===== src/hw/rtl/hex_dump_formatter_defines.svh =====
// ----------------------------------------------------------------------------
// Hex dump formatter assertion macros
// Shared concurrent assertion forms, clocked on rising edge, off in reset.
// ----------------------------------------------------------------------------
`ifndef HEX_DUMP_FORMATTER_DEFINES_SVH
`define HEX_DUMP_FORMATTER_DEFINES_SVH

// The consequent must hold in the same cycle as the antecedent.
`define HDF_ASSERT_SAME(label, clk, rst_n, ante, cons, msg) \
    label: assert property (@(posedge clk) disable iff (!rst_n) (ante) |-> (cons)) \
        else $error(msg);

// The consequent must hold in the cycle after the antecedent.
`define HDF_ASSERT_NEXT(label, clk, rst_n, ante, cons, msg) \
    label: assert property (@(posedge clk) disable iff (!rst_n) (ante) |=> (cons)) \
        else $error(msg);

`endif


===== src/hw/rtl/hdf_pkg.sv =====
// ----------------------------------------------------------------------------
// Hex dump formatter package
// Job descriptor, sequencer step codes, character constants and helpers.
// ----------------------------------------------------------------------------
package hdf_pkg;

    // Width of the running byte offset; it wraps at this many bits.
    localparam int OFFSET_W = 28;
    // Width that the offset is zero-extended to before digit selection.
    localparam int WIDE_W = 64;
    // Number of jobs that the queue between front and back holds.
    localparam int QUEUE_DEPTH = 2;

    // Operation codes of an input transaction.
    localparam logic OP_DATA = 1'b0;
    localparam logic OP_END  = 1'b1;

    // ASCII codes used in the dump text.
    localparam logic [6:0] CHAR_NL    = 7'h0a;
    localparam logic [6:0] CHAR_SP    = 7'h20;
    localparam logic [6:0] CHAR_DIGIT = 7'd48;
    localparam logic [6:0] CHAR_ALPHA = 7'd87;

    // One classified input item, as the back end needs it.
    typedef struct packed {
        logic                is_end;
        logic                nl_pre;
        logic                line_start;
        logic                grp_sp;
        logic [OFFSET_W-1:0] offset;
        logic [7:0]          data;
    } t_job;

    // Write side of the job queue.
    typedef struct packed {
        logic valid;
        t_job job;
    } t_q_wr;

    // Read side of the job queue.
    typedef struct packed {
        logic valid;
        t_job job;
    } t_q_rd;

    // Character steps of the back-end sequencer.
    typedef enum logic [3:0] {
        S_START,
        S_NL_PRE,
        S_DIGIT,
        S_SP_OFF,
        S_SP,
        S_HI,
        S_LO,
        S_GRP,
        S_NL_POST
    } t_step;

    // Lowercase hex character of one nibble.
    function automatic logic [6:0] hex_char(input logic [3:0] nib);
        logic [6:0] ext;
        ext = {3'b000, nib};
        return (nib < 4'd10) ? (CHAR_DIGIT + ext) : (CHAR_ALPHA + ext);
    endfunction

endpackage


===== src/hw/rtl/hdf_if.sv =====
// ----------------------------------------------------------------------------
// Hex dump formatter stream interfaces
// Valid/ready channels for input items and for output characters.
// ----------------------------------------------------------------------------

// Input item channel.
interface hdf_in_if;
    logic       valid;
    logic       ready;
    logic       operation;
    logic [7:0] data_byte;

    modport source (output valid, output operation, output data_byte, input ready);
    modport sink   (input valid, input operation, input data_byte, output ready);
endinterface

// Output character channel.
interface hdf_out_if;
    logic       valid;
    logic       ready;
    logic [6:0] text_char;
    logic       last_of_run;

    modport source (output valid, output text_char, output last_of_run, input ready);
    modport sink   (input valid, input text_char, input last_of_run, output ready);
endinterface


===== src/hw/rtl/hex_dump_formatter.sv =====
// ----------------------------------------------------------------------------
// Hex dump formatter
// Turns a stream of bytes and end markers into hex dump text characters.
// ----------------------------------------------------------------------------
// One character goes out per cycle while a job waits and the output register
// is free or being read. A data byte gives a space and two hex digits, plus a
// group space when it closes a group. When it opens a line, the offset digits
// and a space lead it, with a newline before them past the first line: up to
// 13 characters with the default settings. An end item gives a newline, the
// offset digits and a newline, and clears the offset. A back-end sequencer
// drives the single output register. The front end classifies an item in the
// cycle it is accepted and keeps taking items while the two-entry job queue
// has room, so input goes on while earlier characters wait to be taken.

`include "hex_dump_formatter_defines.svh"

module hex_dump_formatter #(
    parameter int OFFSET_DIGITS  = 7,
    parameter int BYTES_PER_LINE = 16,
    parameter int GROUP_SIZE     = 8
) (
    input  logic      i_clk,
    input  logic      i_rst_n,
    hdf_in_if.sink    i_in,
    hdf_out_if.source o_out
);

    hdf_pkg::t_q_wr w_wr;
    logic           w_wr_ready;
    hdf_pkg::t_q_rd w_rd;
    logic           w_pop;
    logic           w_in_accept;
    logic           w_tail_fire;
    logic           w_tail_ok;

    // Front end: offset tracking and item classification.
    hdf_front #(
        .BYTES_PER_LINE (BYTES_PER_LINE),
        .GROUP_SIZE     (GROUP_SIZE)
    ) u_front (
        .i_clk      (i_clk),
        .i_rst_n    (i_rst_n),
        .i_in       (i_in),
        .o_wr       (w_wr),
        .i_wr_ready (w_wr_ready)
    );

    // Job queue between the two ends.
    hdf_queue u_queue (
        .i_clk      (i_clk),
        .i_rst_n    (i_rst_n),
        .i_wr       (w_wr),
        .o_wr_ready (w_wr_ready),
        .o_rd       (w_rd),
        .i_pop      (w_pop)
    );

    // Back end: character sequencer and output register.
    hdf_back #(
        .OFFSET_DIGITS (OFFSET_DIGITS)
    ) u_back (
        .i_clk   (i_clk),
        .i_rst_n (i_rst_n),
        .i_rd    (w_rd),
        .o_pop   (w_pop),
        .o_out   (o_out)
    );

    // Terms used by the checks below.
    assign w_in_accept = i_in.valid && i_in.ready;
    assign w_tail_fire = o_out.valid && o_out.last_of_run;
    assign w_tail_ok   = (o_out.text_char == hdf_pkg::CHAR_NL) ||
                         (o_out.text_char == hdf_pkg::CHAR_SP) ||
                         ((o_out.text_char >= hdf_pkg::CHAR_DIGIT) &&
                          (o_out.text_char <= hdf_pkg::CHAR_DIGIT + 7'd9)) ||
                         ((o_out.text_char >= hdf_pkg::CHAR_ALPHA + 7'd10) &&
                          (o_out.text_char <= hdf_pkg::CHAR_ALPHA + 7'd15));

    // A job is retired only while one is waiting in the queue.
    `HDF_ASSERT_SAME(a_pop_has_job, i_clk, i_rst_n, w_pop, w_rd.valid, "pop from empty queue")

    // An accepted input transaction leaves a job at the queue head.
    `HDF_ASSERT_NEXT(a_accept_fills, i_clk, i_rst_n, w_in_accept, w_rd.valid, "accepted item lost")

    // The last character of a run is a newline, a space or a hex digit.
    `HDF_ASSERT_SAME(a_last_char, i_clk, i_rst_n, w_tail_fire, w_tail_ok, "bad final character")

endmodule


===== src/hw/rtl/hdf_front.sv =====
// ----------------------------------------------------------------------------
// Hex dump formatter front end
// Accepts items, tracks the byte offset and line phase, and classifies each
// item into a job for the back end.
// ----------------------------------------------------------------------------
module hdf_front #(
    parameter int BYTES_PER_LINE = 16,
    parameter int GROUP_SIZE     = 8
) (
    input  logic          i_clk,
    input  logic          i_rst_n,
    hdf_in_if.sink        i_in,
    output hdf_pkg::t_q_wr o_wr,
    input  logic          i_wr_ready
);

    localparam int LINE_W = (BYTES_PER_LINE > 1) ? $clog2(BYTES_PER_LINE) : 1;
    localparam int GRP_W  = (GROUP_SIZE > 1) ? $clog2(GROUP_SIZE) : 1;
    localparam logic [LINE_W-1:0] LINE_LAST = LINE_W'(BYTES_PER_LINE - 1);
    localparam logic [GRP_W-1:0]  GRP_LAST  = GRP_W'(GROUP_SIZE - 1);

    logic [hdf_pkg::OFFSET_W-1:0] r_offset, n_offset;
    logic [LINE_W-1:0]            r_line_ph, n_line_ph;
    logic [GRP_W-1:0]             r_grp_ph, n_grp_ph;
    logic [hdf_pkg::OFFSET_W-1:0] w_next;
    logic                         w_wrap;
    logic                         w_line_start;
    logic                         w_accept;

    assign i_in.ready = i_wr_ready;
    assign w_accept   = i_in.valid && i_wr_ready;

    // Offset of the following byte; the phases restart when it wraps to zero.
    assign w_next       = r_offset + hdf_pkg::OFFSET_W'(1);
    assign w_wrap       = (w_next == '0);
    assign w_line_start = (r_line_ph == '0);

    // Job classification for the current item.
    always_comb begin
        o_wr.valid          = i_in.valid;
        o_wr.job.is_end     = (i_in.operation == hdf_pkg::OP_END);
        o_wr.job.nl_pre     = w_line_start && (r_offset != '0);
        o_wr.job.line_start = w_line_start;
        o_wr.job.grp_sp     = w_wrap || (r_grp_ph == GRP_LAST);
        o_wr.job.offset     = r_offset;
        o_wr.job.data       = i_in.data_byte;
    end

    // Next offset and phases after an accepted transaction.
    always_comb begin
        n_offset  = r_offset;
        n_line_ph = r_line_ph;
        n_grp_ph  = r_grp_ph;
        if (w_accept) begin
            if (i_in.operation == hdf_pkg::OP_END || w_wrap) begin
                n_offset  = (i_in.operation == hdf_pkg::OP_END) ? '0 : w_next;
                n_line_ph = '0;
                n_grp_ph  = '0;
            end else begin
                n_offset  = w_next;
                n_line_ph = (r_line_ph == LINE_LAST) ? '0 : r_line_ph + LINE_W'(1);
                n_grp_ph  = (r_grp_ph == GRP_LAST) ? '0 : r_grp_ph + GRP_W'(1);
            end
        end
    end

    // Offset and phase registers.
    always_ff @(posedge i_clk) begin
        if (!i_rst_n) begin
            r_offset  <= '0;
            r_line_ph <= '0;
            r_grp_ph  <= '0;
        end else begin
            r_offset  <= n_offset;
            r_line_ph <= n_line_ph;
            r_grp_ph  <= n_grp_ph;
        end
    end

endmodule


===== src/hw/rtl/hdf_queue.sv =====
// ----------------------------------------------------------------------------
// Hex dump formatter job queue
// Short first-in first-out buffer that decouples the front and back ends.
// ----------------------------------------------------------------------------
module hdf_queue (
    input  logic           i_clk,
    input  logic           i_rst_n,
    input  hdf_pkg::t_q_wr i_wr,
    output logic           o_wr_ready,
    output hdf_pkg::t_q_rd o_rd,
    input  logic           i_pop
);

    localparam int DEPTH = hdf_pkg::QUEUE_DEPTH;
    localparam int PTR_W = (DEPTH > 1) ? $clog2(DEPTH) : 1;
    localparam int CNT_W = $clog2(DEPTH + 1);
    localparam logic [PTR_W-1:0] PTR_LAST = PTR_W'(DEPTH - 1);
    localparam logic [CNT_W-1:0] CNT_FULL = CNT_W'(DEPTH);

    hdf_pkg::t_job    r_mem [DEPTH];
    logic [PTR_W-1:0] r_wr_ptr, r_rd_ptr;
    logic [CNT_W-1:0] r_count;
    logic             w_push;
    logic             w_pop;

    assign o_wr_ready = (r_count != CNT_FULL);
    assign w_push     = i_wr.valid && o_wr_ready;
    assign w_pop      = i_pop && (r_count != '0);

    assign o_rd.valid = (r_count != '0);
    assign o_rd.job   = r_mem[r_rd_ptr];

    // Job storage.
    always_ff @(posedge i_clk) begin
        if (w_push) begin
            r_mem[r_wr_ptr] <= i_wr.job;
        end
    end

    // Pointers and fill count.
    always_ff @(posedge i_clk) begin
        if (!i_rst_n) begin
            r_wr_ptr <= '0;
            r_rd_ptr <= '0;
            r_count  <= '0;
        end else begin
            if (w_push) begin
                r_wr_ptr <= (r_wr_ptr == PTR_LAST) ? '0 : r_wr_ptr + PTR_W'(1);
            end
            if (w_pop) begin
                r_rd_ptr <= (r_rd_ptr == PTR_LAST) ? '0 : r_rd_ptr + PTR_W'(1);
            end
            if (w_push && !w_pop) begin
                r_count <= r_count + CNT_W'(1);
            end else if (w_pop && !w_push) begin
                r_count <= r_count - CNT_W'(1);
            end
        end
    end

endmodule


===== src/hw/rtl/hdf_back.sv =====
// ----------------------------------------------------------------------------
// Hex dump formatter back end
// Steps through the characters of the head job into an output register, one
// per cycle while that register is free or its character is being taken.
// ----------------------------------------------------------------------------
module hdf_back #(
    parameter int OFFSET_DIGITS = 7
) (
    input  logic           i_clk,
    input  logic           i_rst_n,
    input  hdf_pkg::t_q_rd i_rd,
    output logic           o_pop,
    hdf_out_if.source      o_out
);

    localparam int DIG_W = $clog2(OFFSET_DIGITS);
    localparam logic [DIG_W-1:0] DIG_TOP = DIG_W'(OFFSET_DIGITS - 1);

    hdf_pkg::t_step             r_step, n_step;
    logic [DIG_W-1:0]           r_dig, n_dig;
    logic                       r_out_valid, n_out_valid;
    logic [6:0]                 r_out_char, n_out_char;
    logic                       r_out_last, n_out_last;
    hdf_pkg::t_step             w_cur;
    hdf_pkg::t_step             w_nxt;
    logic [hdf_pkg::WIDE_W-1:0] w_wide;
    logic [3:0]                 w_nib;
    logic [6:0]                 w_char;
    logic                       w_last;
    logic                       w_fire;

    assign o_out.valid       = r_out_valid;
    assign o_out.text_char   = r_out_char;
    assign o_out.last_of_run = r_out_last;

    // A character is produced when a job waits and the output register frees.
    assign w_fire = i_rd.valid && (!r_out_valid || o_out.ready);
    assign o_pop  = w_fire && w_last;

    assign w_wide = hdf_pkg::WIDE_W'(i_rd.job.offset);
    assign w_nib  = w_wide[4 * r_dig +: 4];

    // Current step, character and successor step.
    always_comb begin
        w_cur = r_step;
        if (r_step == hdf_pkg::S_START) begin
            if (i_rd.job.is_end || i_rd.job.nl_pre) begin
                w_cur = hdf_pkg::S_NL_PRE;
            end else if (i_rd.job.line_start) begin
                w_cur = hdf_pkg::S_DIGIT;
            end else begin
                w_cur = hdf_pkg::S_SP;
            end
        end

        w_char = hdf_pkg::CHAR_SP;
        w_nxt  = hdf_pkg::S_START;
        w_last = 1'b0;
        case (w_cur)
            hdf_pkg::S_NL_PRE: begin
                w_char = hdf_pkg::CHAR_NL;
                w_nxt  = hdf_pkg::S_DIGIT;
            end
            hdf_pkg::S_DIGIT: begin
                w_char = hdf_pkg::hex_char(w_nib);
                if (r_dig != '0) begin
                    w_nxt = hdf_pkg::S_DIGIT;
                end else if (i_rd.job.is_end) begin
                    w_nxt = hdf_pkg::S_NL_POST;
                end else begin
                    w_nxt = hdf_pkg::S_SP_OFF;
                end
            end
            hdf_pkg::S_SP_OFF: begin
                w_char = hdf_pkg::CHAR_SP;
                w_nxt  = hdf_pkg::S_SP;
            end
            hdf_pkg::S_SP: begin
                w_char = hdf_pkg::CHAR_SP;
                w_nxt  = hdf_pkg::S_HI;
            end
            hdf_pkg::S_HI: begin
                w_char = hdf_pkg::hex_char(i_rd.job.data[7:4]);
                w_nxt  = hdf_pkg::S_LO;
            end
            hdf_pkg::S_LO: begin
                w_char = hdf_pkg::hex_char(i_rd.job.data[3:0]);
                w_nxt  = i_rd.job.grp_sp ? hdf_pkg::S_GRP : hdf_pkg::S_START;
                w_last = !i_rd.job.grp_sp;
            end
            hdf_pkg::S_GRP: begin
                w_char = hdf_pkg::CHAR_SP;
                w_last = 1'b1;
            end
            hdf_pkg::S_NL_POST: begin
                w_char = hdf_pkg::CHAR_NL;
                w_last = 1'b1;
            end
            default: begin
                w_char = hdf_pkg::CHAR_SP;
                w_nxt  = hdf_pkg::S_START;
                w_last = 1'b0;
            end
        endcase
    end

    // Next sequencer state and output register contents.
    always_comb begin
        n_step      = r_step;
        n_dig       = r_dig;
        n_out_valid = r_out_valid && !o_out.ready;
        n_out_char  = r_out_char;
        n_out_last  = r_out_last;
        if (w_fire) begin
            n_out_valid = 1'b1;
            n_out_char  = w_char;
            n_out_last  = w_last;
            if (w_last) begin
                n_step = hdf_pkg::S_START;
                n_dig  = DIG_TOP;
            end else begin
                n_step = w_nxt;
                if (w_cur == hdf_pkg::S_DIGIT) begin
                    n_dig = (r_dig == '0) ? DIG_TOP : r_dig - DIG_W'(1);
                end
            end
        end
    end

    // Sequencer control registers.
    always_ff @(posedge i_clk) begin
        if (!i_rst_n) begin
            r_step      <= hdf_pkg::S_START;
            r_dig       <= DIG_TOP;
            r_out_valid <= 1'b0;
        end else begin
            r_step      <= n_step;
            r_dig       <= n_dig;
            r_out_valid <= n_out_valid;
        end
    end

    // Output payload registers.
    always_ff @(posedge i_clk) begin
        r_out_char <= n_out_char;
        r_out_last <= n_out_last;
    end

endmodule

===== src/flat_wrapper.sv =====
// flat-port wrapper written by rule: the top's interface ports become plain ports
module hex_dump_formatter_flat 
#(
    parameter int OFFSET_DIGITS  = 7,
    parameter int BYTES_PER_LINE = 16,
    parameter int GROUP_SIZE     = 8
)
  (i_clk, i_rst_n, i_in_valid, i_in_operation, i_in_data_byte, i_in_ready, o_out_valid, o_out_text_char, o_out_last_of_run, o_out_ready);
  hdf_in_if i_in_i ();
  hdf_out_if o_out_i ();
  input  logic i_clk;
  input  logic i_rst_n;
  input wire logic [$bits(i_in_i.valid)-1:0] i_in_valid;
  input wire logic [$bits(i_in_i.operation)-1:0] i_in_operation;
  input wire logic [$bits(i_in_i.data_byte)-1:0] i_in_data_byte;
  output wire logic [$bits(i_in_i.ready)-1:0] i_in_ready;
  output wire logic [$bits(o_out_i.valid)-1:0] o_out_valid;
  output wire logic [$bits(o_out_i.text_char)-1:0] o_out_text_char;
  output wire logic [$bits(o_out_i.last_of_run)-1:0] o_out_last_of_run;
  input wire logic [$bits(o_out_i.ready)-1:0] o_out_ready;
  assign i_in_i.valid = i_in_valid;
  assign i_in_i.operation = i_in_operation;
  assign i_in_i.data_byte = i_in_data_byte;
  assign i_in_ready = i_in_i.ready;
  assign o_out_valid = o_out_i.valid;
  assign o_out_text_char = o_out_i.text_char;
  assign o_out_last_of_run = o_out_i.last_of_run;
  assign o_out_i.ready = o_out_ready;
  hex_dump_formatter #(.OFFSET_DIGITS(OFFSET_DIGITS), .BYTES_PER_LINE(BYTES_PER_LINE), .GROUP_SIZE(GROUP_SIZE)) u_core (.i_clk(i_clk), .i_rst_n(i_rst_n), .i_in(i_in_i), .o_out(o_out_i));
endmodule

===== config.mk =====
export PLATFORM = sky130hd
export DESIGN_NAME = hex_dump_formatter_flat
export DESIGN_NICKNAME = d
export VERILOG_FILES = /design/src/hw/rtl/hdf_pkg.sv /design/src/hw/rtl/hdf_if.sv /design/src/hw/rtl/hex_dump_formatter.sv /design/src/hw/rtl/hdf_front.sv /design/src/hw/rtl/hdf_queue.sv /design/src/hw/rtl/hdf_back.sv /design/src/flat_wrapper.sv
export VERILOG_INCLUDE_DIRS = /design/src /design/src/hw/rtl
export SDC_FILE = /design/constraint.sdc
export NUM_CORES = 1
export LEC_CHECK = 0
export BUFFER_PORTS_ARGS = -buffer_cell sky130_fd_sc_hd__buf_2
export CORE_ASPECT_RATIO = 0.8
export CORE_UTILIZATION = 55
export CTS_BUF_LIST = sky130_fd_sc_hd__clkbuf_16
export DETAILED_ROUTE_END_ITERATION = 12
export GPL_TIMING_DRIVEN = 0
export HOLD_SLACK_MARGIN = 0.06
export PLACE_DENSITY = 0.8
export SETUP_SLACK_MARGIN = 0.15
export SYNTH_ARGS = -nofsm -noshare
export SYNTH_HDL_FRONTEND = slang
export SYNTH_HIERARCHICAL = 1
export SYNTH_SLANG_ARGS = --single-unit

===== constraint.sdc =====
create_clock -name i_clk -period 3.5 [get_ports i_clk]
set_clock_uncertainty 0.2 [all_clocks]
set_input_delay 0.175 -clock i_clk [delete_from_list [all_inputs] [get_ports i_clk]]
set_output_delay 0.175 -clock i_clk [all_outputs]
set_load 0.02 [all_outputs]

Word level (Yosys, flattened, before mapping):

Memory sizes are Yosys's and may differ from the RTL's. A register that Yosys moved wholly into a read port is not among the register bits.
Index checks and enable logic that the tools add are counted.

* register bits: 55
* memory bits (writable): 80
* bits of input ports: 13
* output and inout port bits: 10
* logic and storage cells: 101
* memories: 1

Memory list
* u_core.u_queue.r_mem: depth 2, width 40, rd ports 1, clocked after memory_dff 1, wr ports 1, RTL line hdf_queue.sv:20 `hdf_pkg::t_job r_mem [DEPTH];`

* add/subtract/negate cells: 14
* $lt $le $gt $ge: 3
* equal/unequal tests: 11
* shift-type cells: 1
* multiplexer cells: 31
* reductions and logical operators: 29

Operators by type and width (number)
* 64-bit by 6-bit indexed part select with 4-bit output: 1
* 28-bit two-way mux: 2
* 28-bit by 1-bit adder with 28-bit output (second input constant): 1
* 28-bit zero test: 1
* 7-bit case mux with 4 select lines: 1
* 28-bit nonzero test: 1
* 3-bit two-way mux: 8
* 4-bit two-way mux: 6
* 4-bit case mux with 6 select lines: 1
* 6-bit by 4-bit adder with 7-bit output (first input constant): 3
* 7-bit by 4-bit adder with 7-bit output (first input constant): 3
* 7-bit two-way mux: 3
* 4-bit by 3-bit equality test with 1-bit output (second input constant): 4
* 4-bit less-than comparator (second input constant): 3
* 4-bit by 2-bit equality test with 1-bit output (second input constant): 2
* 4-bit equality test (second input constant): 2
* 1-bit logical AND: 8
* 4-bit zero test: 2
* 1-bit two-way mux: 7
* 2-bit nonzero test: 3
* 1-bit zero test: 5
* 4-bit by 1-bit adder with 4-bit output (second input constant): 1
* 4-bit by 1-bit equality test with 1-bit output (second input constant): 1
* 1-bit logical OR: 4
* 13 further kinds: 16

Depth between registers and ports, before layout:

Gate-level depths: netlist (run 1).

* depth in word-level cells: 11
* depth in mapped cells: 12
* depth with buffers taken out: 9

Cells and area by module:

The synthesis (run 1) kept the hierarchy.

Modules (own cells, without submodules)
* hdf_queue: instances 1, cells an instance 148, area an instance 3115.5 um2, sequential area each 2502.4 um2
* hdf_front: instances 1, cells an instance 355, area an instance 2621.3 um2, sequential area each 700.7 um2
* hdf_back: instances 1, cells an instance 172, area an instance 1475.2 um2, sequential area each 400.4 um2

Least setup slack after synthesis (run 1):

OpenSTA, ideal clock, no wires.

* path type: flip-flop to flip-flop
* from: register u_core/u_front/r_offset[0] (netlist name)
* to: memory u_core/u_queue/r_mem[0][36] (netlist name) (data pin)
* setup time: 265 ps
* arrival: 2371 ps
* required time: 3035 ps
* slack: 664 ps
* stages on the path, launching flop included: 11
* path buffers: 2
* clock period less this slack: 2836 ps
* cells stage by stage: dfxtp_1 ha_1 buf_2 nand4_1 or4_4 nor2_4 xor2_1 a21oi_1 and4b_1 buf_4 or2_2

RTL lines
* from (decl): RTL line hdf_front.sv:22 `logic [hdf_pkg::OFFSET_W-1:0] r_offset, n_offset;`
* from (signal assigned): RTL line hdf_front.sv:74 `r_offset <= n_offset;`
* to (decl): RTL line hdf_queue.sv:20

==> metrics.md, run 1 <==
| Metric | Value |
|---|---|
| Post-route cell area | between 8000 and 9000 sq um |
| Final ANT Viol Nets | 0 |
| Post-DP HPWL | between 10000 and 15000 um |
| Top_reg_cell synth | edfxtp_1 |
| Post-CTS Setup Inserts | 0 |
| Syn Inst Count | 675 |
| Combinational power share | between 10% and 20% |
| Yosys warnings | 6 |
| Chip Width | 130 um |
| Kind of critical path | flop to flop |
| Clock-pin transition on the worst setup and hold timing paths | roughly 0.06 ns |
| Std cell rows | 37 |
| Synth Area in Adders | under 10% |
| Avg WL per Cell | around 19 um |
| Worst VDD drop | ~0.42 mV |
| CP max FO | 10 |
| Startpoint Class | flop |
| Synthesized area per cell | 10.7 sq um |
| Fin crit share | about nine tenths |
| Mapped Area | roughly 7000 sq um |
| # diodes | 0 |
| Final Hold Viols | 0 |
| Pwr Density | around 530 nW/um^2 |
| P_int | 3.30 mW |
| Layout area overhead | 14.6% |
| Placed Instance Area | 7500 sq um |
| Clock power frac | around 43% |
| Deepest clock path buffer count | 2 |
| Post-synthesis sequential area ratio | 50.0% |
| Share of post-route cells with drive strength above 1 | 20.9% |
| Post-Synth XOR/XNOR Area | 1.46% |
| FFs w/ async S/R, synth | 0% |
| Placed insts | between 800 and 900 |
| RSZ-0062 raised after global routing | no |
| Final Non-Filler Cells | just over 900 |
| Sequential share of power | ~43% |
| Worst slew margin | between 30% and 40% |
| Largest family of logic cells by synthesized area | simple AND/OR/NAND/NOR gates |
| Final setup viols | 0 |
| Req. time, crit path | 3.64 ns |
| Final Wtd Congestion | approximately 0.93 |
| Clock H-tree levels | 4 |
| Layout Nets | between 700 and 800 |
| Ports | 23 |
| CTS Buf Count | 17 |
| Seq cells post-synth | around 140 |
| Worst min path class | flop to flop |
| First-pass GRT wire length | about 27000 um |
| Core Util, Final | around 64% |
| Mux contribution to synthesized area | between 8 and 9% |
| Initial antenna violation count | 0 |
| Setup TNS | 0 ns |
| F_max | slightly above 0.3 GHz |
| Final WL | between 15000 and 20000 um |
| Pin count of the biggest net entering global routing | 41 |
| Setup crit end kind | flop |
| All-Layer GR Usage | 26.8% |
| Sw Ratio | about a quarter |
| Vias | roughly 5500 |
| Sw power | roughly 1.1 mW |
| Die Y | around 100 um |
| Gr ovfl total | 0 |
| Vias in the first global route | around 5400 |
| Post-synth EDFFs | between 80 and 90 |
| TritonCTS clock tree | built |
| Drt pass-1 iters | 6 |
| # DRC | 0 |
| Compound-Gate Fraction of Synth Area | between 10 and 15% |
| CTS root buffer | clkbuf_16 |
| Static Leakage | a little over 3 nW |
| Core Region | 12800 sq um |
| Fillers | 975 |
| Synth unique cells | 80 |
| Net Count, Synth | between 700 and 800 |
| Clock Latency Late Sink | just over 0.4 ns |
| Clk sinks | between 100 and 150 |
| Max-cap violations | 0 |
| Vias per inst | just over 6 |
| Minimum clock period | between 3 and 4 ns |
| Fin. max-slew vios | 0 |
| 1st-iter DRT viols | ~600 |
| Hold slack | about 0.25 ns |
| Post-synthesis simple-gate area fraction | around 17% |
| PortBufs | 14 |
| Initial Util | 56.2% |
| Status | completed |
| Worst EP arrival | 3.35 ns |
| Worst-margin pin slew | 0.933 ns |
| Die area | 13600 sq um |
==> power groups by stage <==
stage / Sequential (mW) / Combinational, mW / Clock, mW
after CTS: 1.89 / 0.613 / 1.94
after global placement: 1.92 / 0.574 / 0
after global routing: 1.91 / 0.671 / 2.00
final: 1.89 / 0.616 / 1.91
after detailed placement: 1.92 / 0.596 / 0
after floorplan: 1.95 / 0.416 / 0
==> cell families (layout without fill, tap and decap cells) <==
group                      Yosys count  after routing
xor gates and xnor gates            12             12
adders and majority gates           13             13
AOI/OAI and AO/OA                  158            158
muxes                               55             55
and+or+nand+nor                    221            221
buffers and inverters               80            138
DFF                                136            136
==> layout by cell type (no fill, tap or decap), types with 17 or more instances in the layout <==
master / count
a21oi_1: 24
edfxtp_1: 88
buf_2: 33
clkbuf_1: 18
clkbuf_16: 17
nand2_1: 37
mux2_2: 40
buf_4: 17
o21ai_0: 42
dfxtp_1: 46
and2_1: 18
nor2_1: 40
inv_1: 19
a21boi_0: 21
==> cell usage after synthesis, types with 3 or more instances <==
master	number	area, sq um
a22oi_1	4	30.0
or2_2	5	31.3
clkbuf_1	18	67.6
xnor2_1	8	70.1
nand3_1	16	80.1
nand3b_1	5	37.5
nand4_1	14	87.6
and3_1	10	62.6
o21ai_1	4	20.0
buf_4	17	128
nor2b_1	8	50.1
nor3b_1	4	30.0
a21boi_0	21	158
nor3_1	10	50.1
and4_1	7	61.3
o221ai_1	3	26.3
ha_1	13	163
nor4_1	6	37.5
nand2b_1	6	37.5
edfxtp_1	88	2640
or3_1	10	62.6
nand2_1	37	139
buf_2	19	95.1
xor2_1	4	35.0
mux2_2	40	450
o22ai_1	5	31.3
and2_1	18	113
o211ai_1	4	30.0
o21a_1	4	30.0
mux2i_1	14	140
a22o_1	6	52.6
inv_1	20	75.1
a21oi_1	24	120
or4_1	3	22.5
nor4b_1	4	35.0
a31oi_1	12	75.1
dfxtp_1	48	961
nor2_1	41	154
o21ai_0	42	210
buf_6	4	45.0
==> final timing paths <==
check	start	end	slack, ns	cells after the start
worst max-delay path	flop	u_core/u_queue/r_count[1]$_SDFFE_PN0P_	0.29	9
worst min-delay path	u_core/u_front/r_offset[3]$_SDFFE_PN0P_	u_core/u_queue/r_mem[0][11]$_DFFE_PP_	0.25	0
worst max register to register	flop	u_core/u_queue/r_count[1]$_SDFFE_PN0P_	0.29	9
worst min register to register	u_core/u_front/r_offset[3]$_SDFFE_PN0P_	u_core/u_queue/r_mem[0][11]$_DFFE_PP_	0.25	0
==> stage by stage <==
step / power (mW) / setup WS, ns
after floorplan: 2.36 / 0.664
after global placement: 2.49 / 0.254
after detailed placement: 2.52 / 0.258
after CTS: 4.44 / 0.255
after global routing: 4.58 / 0.178
final: 4.42 / 0.292
==> critical path, stage by stage, from the launching register on <==
cell      delay [ns]
dfxtp_1         0.43
buf_2           0.32
mux2_2          0.42
nor2b_1         0.15
o31ai_2         0.44
nor2b_1         0.21
o21ai_1         0.12
ha_1            0.36
or3_1           0.35
a21boi_1        0.13
==> state kept, by name, indices dropped and copies added (netlist names), 2 cells and up, named ones only <==
register and cells:
u_core/u_front/r_offset 28, u_core/u_back/r_step 4, u_core/u_back/o_out.text_char 7, u_core/u_back/r_dig 3, u_core/u_queue/r_mem 80, u_core/u_front/r_grp_ph 3
u_core/u_front/r_line_ph 4, u_core/u_queue/r_count 2
==> timing repair <==
action | CTS | global route
hold buffers | 12 | 0
gates resized for setup | 0 | 3
hold endpoints to repair | 27 | 0
setup endpoints to repair | 0 | 8
==> area by class of cell <==
| type | count | area [sq um] | share of cell area, % |
|---|---|---|---|
| Inverter | 20 | 75.1 | 0.908 |
| Timing Repair Buffer | 26 | 190 | 2.30 |
| Tap cell | 175 | 219 | 2.65 |
| Multi-Input combinational cell | 459 | 3190 | 38.7 |
| Clock inverter | 15 | 211 | 2.56 |
| Sequential cell | 136 | 3610 | 43.6 |
| Clock buffer | 17 | 425 | 5.15 |
| Buffer | 60 | 343 | 4.15 |
==> per-layer routing <==
metal / part of all wire, % / global-route usage, % / vias up
met3: 6.5 / 4.78 / 40
met1: 43 / 35.3 / 2658
met4: 2.4 / 11.5 / 0
li1: - / - / 2602
met5: 0 / 0 / -
met2: 48 / 43.2 / 221
No activity file was read; power rests on OpenSTA's default activity.
==> inputs of run 2 (changes only) <==
--- a/config.mk
+++ b/config.mk
@@ -9,7 +9,7 @@
 export BUFFER_PORTS_ARGS = -buffer_cell sky130_fd_sc_hd__buf_2
 export CORE_ASPECT_RATIO = 0.8
 export CORE_UTILIZATION = 55
-export CTS_BUF_LIST = sky130_fd_sc_hd__clkbuf_16
+export CTS_BUF_LIST = sky130_fd_sc_hd__clkbuf_4 sky130_fd_sc_hd__clkbuf_8
 export DETAILED_ROUTE_END_ITERATION = 12
 export GPL_TIMING_DRIVEN = 0
 export HOLD_SLACK_MARGIN = 0.06
==> run 2 against run 1 <==
Effect of this change: combinational power is essentially flat; critical endpoint unchanged; via count shrank 0.85%; worst setup slack gained 0.0052 ns; critical path depth is the same; first-iteration DRC count grew 6.7%; non-clock buffer count is the same; power shrank 11%; critical path type unchanged; sequential cell count is the same; register-to-register slack is essentially flat.
==> metrics.md, run 2 (synthesis results as in run 1) <==
| Metric | Value |
|---|---|
| Core Region | 12800 sq um |
| CTS Buf Count | 17 |
| Die area | around 14000 sq um |
| Setup crit end kind | flop |
| Biggest regs | u_core/u_queue/r_mem: 80 flops, u_core/u_front/r_offset: 28 flops, u_core/u_back/o_out.text_char: 7 flops |
| Fin crit share | about nine tenths |
| Setup ws final | 0.297 ns |
| Kind of critical path | flop to flop |
| Reg with most FFs | u_core/u_queue/r_mem |
| Initial antenna violation count | 0 |
| Hold slack | between 0.2 and 0.3 ns |
| Clock Latency Late Sink | ~0.44 ns |
| Worst Reg2Reg Path Length in Cells | 9 |
| Reg-to-reg endpoint | u_core/u_queue/r_count[1]$_SDFFE_PN0P_ |
| Req. time, crit path | around 3.7 ns |
| Static Leakage | around 2.9 nW |
| Final Non-Filler Cells | 908 |
| All-Layer GR Usage | a little over a quarter |
| Avg WL per Cell | 18.6 um |
| Most frequent cells in the layout | edfxtp_1, dfxtp_1, o21ai_0 |
| # diodes | 0 |
| Final Hold Viols | 0 |
| Gr ovfl total | 0 |
| Std cell rows | 37 |
| Commonest non-fill, non-tap cell in the layout | edfxtp_1 |
| Placed insts | ~860 |
| Clk sinks | between 100 and 150 |
| Largest register FFs | 80 |
| Max-cap violations | 0 |
| Post-placement setup slack | ~0.26 ns |
| Clock H-tree levels | 4 |
| Deepest clock path buffer count | 2 |
| Worst slew margin | about two fifths |
| Pin count of the biggest net entering global routing | slightly above 40 |
| Layout Nets | 746 |
| Final setup viols | 0 |
| Drt pass-1 iters | 5 |
| Worst EP arrival | 3.38 ns |
| Minimum clock period | between 3 and 4 ns |
| Setup TNS | 0 ns |
| Final Wtd Congestion | 0.928 |
| Share of post-route cells with drive strength above 1 | 20.9% |
| Vias in the first global route | 5331 |
| Startpoint Class | flop |
| CTS root buffer | clkbuf_8 |
| Status | completed |
| Layout area overhead | 11.9% |
| # DRC | 0 |
| Final WL | 16900 um |
| Placed Instance Area | between 7000 and 8000 sq um |
| Reg2Reg Setup Slack | roughly 0.30 ns |
| Vias per inst | around 6.0 |
| Clock-pin transition on the worst setup and hold timing paths | 0.08 ns |
| Vias | between 5000 and 6000 |
| Fin. max-slew vios | 0 |
| Chip Width | around 130 um |
| Die Y | roughly 100 um |
| 1st-iter DRT viols | between 600 and 700 |
| CP max FO | 10 |
| Ports | 23 |
| Post-route cell area | between 8000 and 9000 sq um |
| RSZ-0062 raised after global routing | no |
| F_max | about 0.31 GHz |
| Worst VDD drop | approximately 0.24 mV |
| Initial Util | 56.2% |
| Worst min path class | flop to flop |
| Final ANT Viol Nets | 0 |
| Post-DP HPWL | approximately 12000 um |
| Post-CTS Setup Inserts | 0 |
| Pwr Density | approximately 500 nW/um^2 |
| Worst Setup EP | u_core/u_queue/r_count[1]$_SDFFE_PN0P_ |
| First-pass GRT wire length | approximately 27000 um |
| PortBufs | 14 |
| TritonCTS clock tree | built |
| Worst-margin pin slew | 0.916 ns |
run 2: cell counts in the layout (fill, tap and decap cells not counted):
No cell type changed its count.
run 2: layout make-up:
class / instances / area, sq um
Sequential cell: 136 / 3610
Clock buffer: 17 / 234
Buffer: 60 / 343
Fill cell: 1015 / 4750
Tap cell: 175 / 219
Inverter: 20 / 75.1
Timing Repair Buffer: 26 / 190
Clock inverter: 15 / 211
Multi-Input combinational cell: 459 / 3190
run 2: stage by stage:
| step | utilization [%] | total power [mW] |
|---|---|---|
| 6_report | 63.0 | 3.95 |
| 4_1_cts | 62.9 | 3.98 |
| 3_3_place_gp | 58.5 | 2.49 |
| 5_1_grt | 63.0 | 4.12 |
| 2_1_floorplan | - | 2.36 |
| 3_5_place_dp | 58.5 | 2.52 |
run 2: worst min-delay path by stage:
stage,from,to,slack [ns],cells after the start
final,u_core/u_front/r_offset[3]$_SDFFE_PN0P_,u_core/u_queue/r_mem[0][11]$_DFFE_PP_,0.25,0
after global routing,i_in_data_byte[1],u_core/u_queue/r_mem[1][1]$_DFFE_PP_,0.23,2
after CTS,i_in_data_byte[1],u_core/u_queue/r_mem[1][1]$_DFFE_PP_,0.23,2
after detailed placement,i_in_data_byte[5],u_core/u_queue/r_mem[1][5]$_DFFE_PP_,0.16,1
after global placement,i_in_data_byte[1],u_core/u_queue/r_mem[1][1]$_DFFE_PP_,0.16,1
after floorplan,i_rst_n,flop,0.1,1
run 2: report_power, final:
group          switching, mW  total (mW)  internal, mW
sequential            0.0440        1.89          1.84
combinational          0.368       0.613         0.245
clock                  0.652        1.45         0.793
total                   1.06        3.95          2.88
run 2: worst max-delay path, stage by stage, from the launching register on:
cell and delay, ns:
dfxtp_1 0.44, buf_2 0.32, mux2_2 0.42, nor2b_1 0.15, o31ai_2 0.44, nor2b_1 0.21, o21ai_1 0.12, ha_1 0.35
or3_1 0.35, a21boi_1 0.13
run 2: per-layer routing:
metal  vias up  wire, um  track usage (%)
met5         -         0                0
met4         0       431             11.7
met3        46      1210             5.14
met2       233      8070             42.1
met1      2592      7150             35.9
li1       2603         -                -
run 2: timing repair:
item | CTS | global route
hold buffers | 12 | 0
hold endpoints to repair | 30 | 0
setup endpoints to repair | 0 | 8
resized for setup | 0 | 3
